File: src/sv/software_timer_table_defines.svh
// ----------------------------------------------------------------------------
// software timer table assertion macros
// concurrent assertion helpers, compiled out when NO_ASSERTIONS is set
// ----------------------------------------------------------------------------
`ifndef SOFTWARE_TIMER_TABLE_DEFINES_SVH
`define SOFTWARE_TIMER_TABLE_DEFINES_SVH

`ifndef NO_ASSERTIONS
`define STT_ASSERT(label, clk, rstn, prop) \
	label: assert property (@(posedge clk) disable iff (!rstn) (prop)) \
		else $error("assertion failed");
`define STT_ASSERT_NEXT(label, clk, rstn, ante, cons) \
	label: assert property (@(posedge clk) disable iff (!rstn) (ante) |=> (cons)) \
		else $error("assertion failed");
`else
`define STT_ASSERT(label, clk, rstn, prop)
`define STT_ASSERT_NEXT(label, clk, rstn, ante, cons)
`endif

`endif

File: src/sv/stt_pkg.sv
// ----------------------------------------------------------------------------
// software timer table package
// shared constants, codes and cell interface structs
// ----------------------------------------------------------------------------
`timescale 1ns / 1ps

package stt_pkg;

	localparam int NUM_SLOTS = 16;

	localparam logic OP_TICK = 1'b0;
	localparam logic OP_ADD  = 1'b1;

	typedef enum logic [1:0] {
		KIND_FIRED = 2'd0,
		KIND_ADDED = 2'd1,
		KIND_FULL  = 2'd2,
		KIND_DONE  = 2'd3
	} kind_t;

	typedef struct packed {
		logic        op;
		logic [31:0] now;
		logic [31:0] delay;
		logic [31:0] period;
		logic [7:0]  handle;
		logic        shift;
		logic        flush;
		logic        take;
	} cell_cmd_t;

	typedef struct packed {
		logic       hit;
		logic [7:0] handle;
		logic       tok;
	} cell_stat_t;

endpackage

File: src/sv/stt_cell.sv
// ----------------------------------------------------------------------------
// timer slot cell
// one table slot; a scan token enters from the previous cell and moves on
// ----------------------------------------------------------------------------
`timescale 1ns / 1ps

module stt_cell
	import stt_pkg::*;
(
	input  logic       clk,
	input  logic       arst_n,
	input  cell_cmd_t  cmd,
	input  logic       tok_in,
	output cell_stat_t stat
);

	logic        tok_q;
	logic        valid_q;
	logic [31:0] expire_q;
	logic [31:0] period_q;
	logic [7:0]  handle_q;
	logic        hit;

	always_comb begin
		if (cmd.op == OP_ADD) begin
			hit = tok_q && !valid_q;
		end else begin
			hit = tok_q && valid_q && (cmd.now >= expire_q);
		end
	end

	always_ff @(posedge clk or negedge arst_n) begin
		if (!arst_n) begin
			tok_q   <= 1'b0;
			valid_q <= 1'b0;
		end else begin
			if (cmd.flush) begin
				tok_q <= 1'b0;
			end else if (cmd.shift) begin
				tok_q <= tok_in;
			end
			if (hit && cmd.take) begin
				if (cmd.op == OP_ADD) begin
					valid_q <= 1'b1;
				end else if (period_q == 32'd0) begin
					valid_q <= 1'b0;
				end
			end
		end
	end

	always_ff @(posedge clk) begin
		if (hit && cmd.take) begin
			if (cmd.op == OP_ADD) begin
				expire_q <= cmd.now + cmd.delay;
				period_q <= cmd.period;
				handle_q <= cmd.handle;
			end else begin
				expire_q <= cmd.now + period_q;
			end
		end
	end

	assign stat.hit    = hit;
	assign stat.handle = handle_q;
	assign stat.tok    = tok_q;

endmodule

File: src/sv/software_timer_table.sv
// ----------------------------------------------------------------------------
// software timer table
// tick counter and a chain of timer slot cells scanned by a walking token
// ----------------------------------------------------------------------------
// a tick registers its done result in ST_DONE after the token leaves the last cell, plus output stalls
// an add registers its result when the token reaches a free slot, else a full result via ST_DONE
// the scan token walks one cell per cycle unless a hit waits on a stalled output; one request is in work at a time
// the next request is taken the cycle after the last result is registered
// so a tick holds the input side until its done result is registered
// arst_n clears the count, all slot valid bits, the token chain and the output valid flag
`timescale 1ns / 1ps
`include "software_timer_table_defines.svh"

module software_timer_table
	import stt_pkg::*;
(
	input  logic        clk,
	input  logic        arst_n,
	input  logic        in_valid,
	output logic        in_stall,
	input  logic        op,
	input  logic [31:0] delay,
	input  logic [31:0] period,
	input  logic [7:0]  handle,
	output logic        out_valid,
	input  logic        out_stall,
	output logic [1:0]  kind,
	output logic [7:0]  fired_handle,
	output logic [31:0] now,
	output logic        last
);

	typedef enum logic [2:0] {
		ST_IDLE = 3'b001,
		ST_SCAN = 3'b010,
		ST_DONE = 3'b100
	} state_t;

	state_t      state_q;
	logic [31:0] count_q;
	logic        op_q;
	logic [31:0] delay_q;
	logic [31:0] period_q;
	logic [7:0]  handle_q;

	logic        out_valid_q;
	kind_t       kind_q;
	logic [7:0]  fired_q;
	logic [31:0] now_q;
	logic        last_q;

	cell_cmd_t          cmd;
	cell_stat_t [NUM_SLOTS-1:0] stat;
	logic [NUM_SLOTS:0] tok_chain;
	logic [NUM_SLOTS-1:0] tok_vec;

	logic       accept;
	logic       out_free;
	logic       any_hit;
	logic [7:0] hit_handle;
	logic       scan;
	logic       adv;

	assign accept   = in_valid && (state_q == ST_IDLE);
	assign in_stall = (state_q != ST_IDLE);
	assign out_free = !out_valid_q || !out_stall;
	assign scan     = (state_q == ST_SCAN);

	always_comb begin
		any_hit    = 1'b0;
		hit_handle = 8'd0;
		for (int i = 0; i < NUM_SLOTS; i++) begin
			any_hit    = any_hit | stat[i].hit;
			hit_handle = hit_handle | (stat[i].handle & {8{stat[i].hit}});
		end
	end

	assign adv = scan && (any_hit ? ((op_q == OP_TICK) && out_free) : 1'b1);

	assign cmd.op     = op_q;
	assign cmd.now    = count_q;
	assign cmd.delay  = delay_q;
	assign cmd.period = period_q;
	assign cmd.handle = handle_q;
	assign cmd.shift  = adv || accept;
	assign cmd.flush  = scan && any_hit && (op_q == OP_ADD) && out_free;
	assign cmd.take   = scan && out_free;

	assign tok_chain[0] = accept;

	for (genvar g = 0; g < NUM_SLOTS; g++) begin : g_cell
		stt_cell u_cell (
			.clk    (clk),
			.arst_n (arst_n),
			.cmd    (cmd),
			.tok_in (tok_chain[g]),
			.stat   (stat[g])
		);
		assign tok_chain[g+1] = stat[g].tok;
		assign tok_vec[g]     = stat[g].tok;
	end

	always_ff @(posedge clk or negedge arst_n) begin
		if (!arst_n) begin
			state_q     <= ST_IDLE;
			count_q     <= 32'd0;
			out_valid_q <= 1'b0;
		end else begin
			if (out_valid_q && !out_stall) begin
				out_valid_q <= 1'b0;
			end
			unique case (state_q)
				ST_IDLE: begin
					if (accept) begin
						state_q <= ST_SCAN;
						if (op == OP_TICK) begin
							count_q <= count_q + 32'd1;
						end
					end
				end
				ST_SCAN: begin
					if (any_hit && out_free) begin
						out_valid_q <= 1'b1;
						if (op_q == OP_ADD) begin
							state_q <= ST_IDLE;
						end
					end
					if (adv && tok_chain[NUM_SLOTS]) begin
						state_q <= ST_DONE;
					end
				end
				ST_DONE: begin
					if (out_free) begin
						out_valid_q <= 1'b1;
						state_q     <= ST_IDLE;
					end
				end
				default: begin
					state_q <= ST_IDLE;
				end
			endcase
		end
	end

	always_ff @(posedge clk) begin
		if (accept) begin
			op_q     <= op;
			delay_q  <= delay;
			period_q <= period;
			handle_q <= handle;
		end
		if (scan && any_hit && out_free) begin
			now_q <= count_q;
			if (op_q == OP_ADD) begin
				kind_q  <= KIND_ADDED;
				fired_q <= 8'd0;
				last_q  <= 1'b1;
			end else begin
				kind_q  <= KIND_FIRED;
				fired_q <= hit_handle;
				last_q  <= 1'b0;
			end
		end else if ((state_q == ST_DONE) && out_free) begin
			now_q   <= count_q;
			kind_q  <= (op_q == OP_ADD) ? KIND_FULL : KIND_DONE;
			fired_q <= 8'd0;
			last_q  <= 1'b1;
		end
	end

	assign out_valid    = out_valid_q;
	assign kind         = kind_q;
	assign fired_handle = fired_q;
	assign now          = now_q;
	assign last         = last_q;

	`STT_ASSERT(a_tok_onehot, clk, arst_n, $onehot0(tok_vec))
	`STT_ASSERT(a_tok_scan, clk, arst_n, (tok_vec == '0) || (state_q == ST_SCAN))
	`STT_ASSERT(a_done_empty, clk, arst_n, (state_q != ST_DONE) || (tok_vec == '0))
	`STT_ASSERT_NEXT(a_add_ends, clk, arst_n, scan && any_hit && (op_q == OP_ADD) && out_free,
		(state_q == ST_IDLE) && out_valid_q)

endmodule
File: config.mk
export PLATFORM = sky130hd
export DESIGN_NAME = software_timer_table
export DESIGN_NICKNAME = d
export VERILOG_FILES = /design/src/sv/stt_pkg.sv /design/src/sv/stt_cell.sv /design/src/sv/software_timer_table.sv
export VERILOG_INCLUDE_DIRS = /design/src /design/src/sv
export SDC_FILE = /design/constraint.sdc
export NUM_CORES = 2
export LEC_CHECK = 0
export BUFFER_PORTS_ARGS = -buffer_cell sky130_fd_sc_hd__buf_2
export CAP_MARGIN = 30
export CORE_MARGIN = 2
export CORE_UTILIZATION = 69
export CTS_CLUSTER_SIZE = 28
export DETAILED_ROUTE_END_ITERATION = 10
export PLACE_DENSITY = 0.89
export SYNTH_ARGS = -nofsm -noshare
export SYNTH_HDL_FRONTEND = slang
export SYNTH_SLANG_ARGS = --single-unit
File: constraint.sdc
create_clock -name clk -period 10.6 [get_ports clk]
set_input_delay 2.12 -clock clk [delete_from_list [all_inputs] [get_ports clk]]
set_output_delay 2.12 -clock clk [all_outputs]
set_load 0.05 [all_outputs]
---- Word-level counts from Yosys, hierarchy flattened ----
Cells that the tools add are included.
storage, ports and cells
  logic and storage cells ................. 464
  input bits .............................. 77
  register bits ........................... 1336
  output and inout bits ................... 45
operators by class
  order comparisons ....................... 16
  reductions and logical operators ........ 164
  equal/unequal tests ..................... 8
  muxes and demuxes ....................... 119
  $add $sub $neg .......................... 18
  bitwise logic cells ..................... 48
operator list
  kind                   number
  $mux 32                18
  $add 32x32->32         17
  $ge 32x32->1           16
  $logic_not 32->1       16
  $and 8x8->8            16
  $or 8x8->8             15
  $mux 1                 89
  $logic_and 1x1->1      76
  $reduce_and 2->1       32
  $reduce_bool 2->1      18
  $add 32x1->32 const B  1
  $mux 8                 3
  $logic_not 1->1        18
  $mux 3                 5
  $or 1x1->1             15
  $pmux 3 s3             1
  $ne 3x1->1 const B     2
  $mux 2                 2
  $ne 2x2->1 const B     2
  $reduce_and 4->1       1
  $eq 3x1->1 const B     1
  $eq 3x2->1 const B     1
  $eq 3x3->1 const B     1
  $ne 3x2->1 const B     1
  other kinds (4)        6

---- Depth between registers and ports, before layout ----
  word-level depth ........................ 23
  mapped depth ............................ 18
  mapped depth without buffers ............ 15

---- Modules after synthesis ----
From an unflattened synthesis, not the netlist that was laid out.
second synthesis, totals
  cell total of the unflattened synthesis .. 7682
  area, all modules ....................... 87596.5 sq um
modules (own cells, without submodules)
  module                             times used  area an instance (sq um)  cells an instance  seq. area each (sq um)
  stt_cell at g_cell[0].u_cell ...   8           5109.9                    453                2212.1
  stt_cell at g_cell[6].u_cell ...   4           5059.9                    452                2212.1
  stt_cell at g_cell[11].u_cell ...  3           5092.4                    462                2212.1
  software_timer_table               1           5960.7                    388                4385.5
  stt_cell at g_cell[5].u_cell       1           5240.0                    476                2212.1

---- Worst setup path before layout ----
Ideal clock, no wire load.
  kind .................................... flip-flop to flip-flop
  from .................................... reg count_q[0]
  to ...................................... reg fired_q[0], in the netlist fired_handle[0] (enable)
  path slack .............................. 3.275 ns
  required time ........................... 10.086 ns
  data arrival time ....................... 6.811 ns
  cell stages (with the launch flop) ...... 15
  path through ............................ dfrtp_1 inv_1 ha_1 nand2b_1 a2111oi_0 or4_1 a31oi_1 nor4_2 nor3_2 nor3_1 nand4_1 nor4bb_1 buf_4 or3b_1 a221oi_1
between the ends
  cells in the longest elaborated chain, start to end .. 21
  elaborated cells on any way between the ends .. 66
  those cells by class .................... order compare (16); mux (16); bitwise (15); reduce/logical (19)
RTL lines
  element                             RTL line                     text
  from (decl)                         software_timer_table.sv:40   logic [31:0] count_q;
  from (signal assigned)              software_timer_table.sv:117  count_q <= count_q + 32'd1;
  $ge 32x32->1                        stt_cell.sv:28               hit = tok_q && valid_q && (cmd.now >= expire_q);
  $logic_and 1x1->1                   stt_cell.sv:28
  $mux 1                              stt_cell.sv:25               if (cmd.op == OP_ADD) begin
  $or 1x1->1 (14 in a row)            software_timer_table.sv:73   any_hit = any_hit | stat[i].hit;
  $or 1x1->1 (*)                      software_timer_table.sv:73
  $logic_and 1x1->1 (*) (2 in a row)  software_timer_table.sv:152  if (scan && any_hit && out_free) begin
  $reduce_bool 2->1 (no line) (*)     --
  to (signal assigned)                software_timer_table.sv:160  fired_q <= hit_handle;
  to (decl)                           software_timer_table.sv:48   logic [7:0] fired_q;
Every way passes the cells marked *; elsewhere a longest branch is shown, timed or not.
A chain may end at the register's enable or synchronous reset.

---- Final worst setup path ----
  from .................................... reg count_q[0]
  to ...................................... reg now_q[16], in the netlist now[16] (enable)
between the ends
  cells in the longest elaborated chain, start to end .. 21
  elaborated cells on any way between the ends .. 66
  those cells by class .................... order compare (16); mux (16); bitwise (15); reduce/logical (19)
RTL lines
  element                             RTL line                     text
  $ge 32x32->1                        stt_cell.sv:28
  $logic_and 1x1->1                   stt_cell.sv:28
  $mux 1                              stt_cell.sv:25
  $or 1x1->1 (14 in a row)            software_timer_table.sv:73
  $or 1x1->1 (*)                      software_timer_table.sv:73
  $logic_and 1x1->1 (*) (2 in a row)  software_timer_table.sv:152
  $reduce_bool 2->1 (no line) (*)     --
  to (signal assigned)                software_timer_table.sv:153  now_q <= count_q;
  to (signal assigned)                software_timer_table.sv:164  now_q <= count_q;
  to (decl)                           software_timer_table.sv:49   logic [31:0] now_q;
Marks and branches as above.

==> results.yml <==
setup_path:
  cpMaxStageDelayCell: "a2111oi_1"
  critPathArrivalTime_ns: 7.22
  r2r_start: "count_q[0]"
  critPathMaxStageDelay_ns: 0.91
  crit_path_cell_trace: "buf_4, inv_1, buf_4, ha_1, nand2b_1, a31oi_1, or3_1, a2111oi_1, o21ai_0, nand2_1, nor3_1, nand4_1, nor4bb_1, buf_4, or3b_1, a221oi_4, buf_4"
  end_kind: "flip-flop"
  cp-start-kind: "flip-flop"
  crit_start: "count_q[0]"
  critical_path.top_delay_family: "compound AO/OA/AOI/OAI gates"
  path_class: "reg -> reg"
  cp_num_buf_inv: 5
  worstPathMaxFanout: 30
  cpMostUsedCell: "buf_4"
  cp.required_ns: 11.01
clocking:
  clkSinkCount: 1336
  clockBufferDepth: 3
  cts_root_buffer: "clkbuf_16"
  cts_setup_buffers: 0
  cts_tree: "built"
  insertion_delay_ns: 0.79
  numCtsBuffers: 146
  cts_resized: 0
  cts.htree.levels: 4
  cts_hold_buf: 0
  clk_pin_slew_ns: 0.06
sta:
  finClkSkew_ns: 0.0355
  holdWs_ns: 0.486
  tightest_slew_ns: 1.22
  min_period_over_period: 0.643
  clock.fmax_mhz: 147
  finalSetupViolCount: 0
  slew_headroom: 0.180
  fin_crit_ns: 6.81
  final-hold-violation-count: 0
  slew_violations: 0
  rsz0062_at_grt: "false"
  fin_setup_tns_ns: 0
global_routing:
  grt.overflow.total: 0
  grt_pass1_wl_um: 399000
  grt_pass1_vias: 65600
  grtUsageTotal: 0.432
  grt_antenna_before_repair: 10
  grt_max_degree: 180
synthesis:
  synth_seq_cells: 1336
  ys.flop_type: "edfxtp_1"
  synth_cell_types: 91
  netlist_area_mm2: 0.0834
  synth_async_sr_flop_share: 0.0509
  synth_nets: 8759
  ys_seq_area_frac: 0.477
  syn_area_per_cell_um2: 10.9
  synth_edf_count: 1268
  ys_warn_count: 0
  synthCells: 7624
layout:
  area_growth_pct: 10.8
  mostFrequentLayoutCells: "edfxtp_1, ha_1, o21ai_0, inv_1, a21oi_1"
  drive_gt1_frac: 0.0737
  instances_no_fill: 9659
  final_common_cell: "edfxtp_1"
  nNetsFinal: 9056
placement:
  dp_hpwl_um: 188000
  placed_cells: 9377
  place_congestion: 0.998
  numPortBuffers: 121
floorplan:
  die-area_mm2: 0.124
  rows: 127
  num_io_pins: 122
  core_mm2: 0.120
  dieHeight_um: 352
  die_w_um: 352
  initial_core_util: 0.695
detailed_routing:
  num_vias: 68900
  drt-vias-per-instance: 7.13
  drc_errors: 0
  ant_nets: 0
  drt_wl_total_um: 270000
  first_pass_iters: 7
  drt_iter0_markers: 11700
  routedWlPerCell_um: 27.9
power_and_ir_drop:
  intPower_mw: 10.4
  seq_power_share: 0.433
  swShare: 0.315
  power.switching_mw: 4.77
  ir_drop_mv: 0.248
  power.share.clock: 0.344
  p_per_area_mw_per_mm2: 164
  leakagePower_nw: 40.1
  power_frac_comb: 0.223
run_status:
  status: "complete, no violations"
hold_path:
  min_from: "count_q[19]"
  hp-class: "reg -> reg"
flow_run:
  max_cap_violations: 0
## logic make-up (layout without fill, tap and decap cells)
group                    count (synthesis)  count (layout)  synth area share
adder cells (fa/ha/maj)               1058            1058             0.160
other                                    0               4                 0
multiplexers                             6               6          0.000750
XOR/XNOR                               498             498            0.0523
AO/OA/AOI/OAI                         2324            2324             0.175
buffers and inverters                  788            1207            0.0360
AND/OR/NAND/NOR                       1614            1614            0.0988
flip-flops                            1336            1336             0.477
## registers in the layout, summed over array words and instances, names as in the netlist
signal,flops
fired_handle,8
g_cell.u_cell.period_q,512
op_q,1
handle_q,8
last,1
period_q,32
count_q,32
g_cell.u_cell.expire_q,512
state_q,3
now,32
g_cell.u_cell.valid_q,16
delay_q,32
g_cell.u_cell.tok_q,16
kind,2
g_cell.u_cell.handle_q,128
out_valid,1
## metrics by stage
| step | area, um^2 | worst slack (ns) | power, mW | utilization |
|---|---|---|---|---|
| final | 92400 | 3.79 | 15.1 | 0.770 |
| after floorplan | 83400 | 3.27 | 8.46 | - |
| after global routing | 92400 | 3.78 | 15.5 | 0.770 |
| after detailed placement | 87500 | 4.20 | 9.83 | 0.729 |
| after global placement | 86500 | 4.41 | 9.53 | 0.721 |
| after CTS | 92200 | 4.13 | 14.9 | 0.769 |
## cell usage after synthesis (all sizes together), types with 19 or more instances
cell / instances / area [um^2]
a21o: 296 / 2220
nor4: 143 / 901
xor2: 251 / 2200
nand2b: 106 / 671
a2111oi: 44 / 434
nor2: 297 / 1110
o21a: 92 / 691
nand2: 376 / 1410
nor3: 88 / 450
dfrtp: 67 / 1680
o31a: 28 / 245
ha: 1041 / 13000
a222oi: 19 / 190
nand4: 132 / 826
o31ai: 63 / 478
nor2b: 58 / 363
a211o: 22 / 193
o21bai: 74 / 556
and3: 82 / 513
xnor2: 247 / 2160
edfxtp: 1268 / 38100
a41oi: 22 / 193
and4: 23 / 201
o211ai: 58 / 435
a31oi: 70 / 444
a22oi: 26 / 195
inv: 661 / 2480
a21oi: 514 / 2570
or3: 36 / 225
clkbuf: 111 / 417
and2: 57 / 357
o21ai: 795 / 3990
a211oi: 47 / 353
nand3: 166 / 831
o2111ai: 29 / 254
## cell type report
type | instances | area [um^2]
Tap cell | 1612 | 2020
Inverter | 661 | 2480
Timing Repair Buffer | 276 | 2570
Fill cell | 7276 | 27600
Clock buffer | 182 | 3970
Sequential cell | 1336 | 39800
Multi-Input combinational cell | 5500 | 40700
Clock inverter | 88 | 825
Antenna cell | 4 | 10.0
## routing by layer
| metal | track usage | wire length, um |
|---|---|---|
| met1 | 0.591 | 98000 |
| met3 | 0.146 | 45400 |
| met2 | 0.616 | 110000 |
| met4 | 0.215 | 16100 |
| met5 | 0 | 57 |
## worst paths after layout
path | end | slack (ns) | cells past startpoint
hold / removal | now[19] | 0.49 | 0
hold reg to reg | now[19] | 0.49 | 0
setup / recovery | now[16] | 3.79 | 17
setup reg to reg | now[16] | 3.79 | 17
min in group asynchronous | count_q[0] | 1.24 | 1
max in group asynchronous | g_cell[15].u_cell.valid_q | 8.46 | 3
## power groups by stage
stage               Clock, mW  Sequential (mW)  Combinational [mW]
global placement            0             6.74                2.79
global route             5.36             6.57                3.56
finish                   5.21             6.56                3.38
detailed placement          0             6.66                3.18
floorplan                   0             6.66                1.80
CTS                      5.17             6.55                3.23
Note: power is estimated with default switching activity, not from simulation.
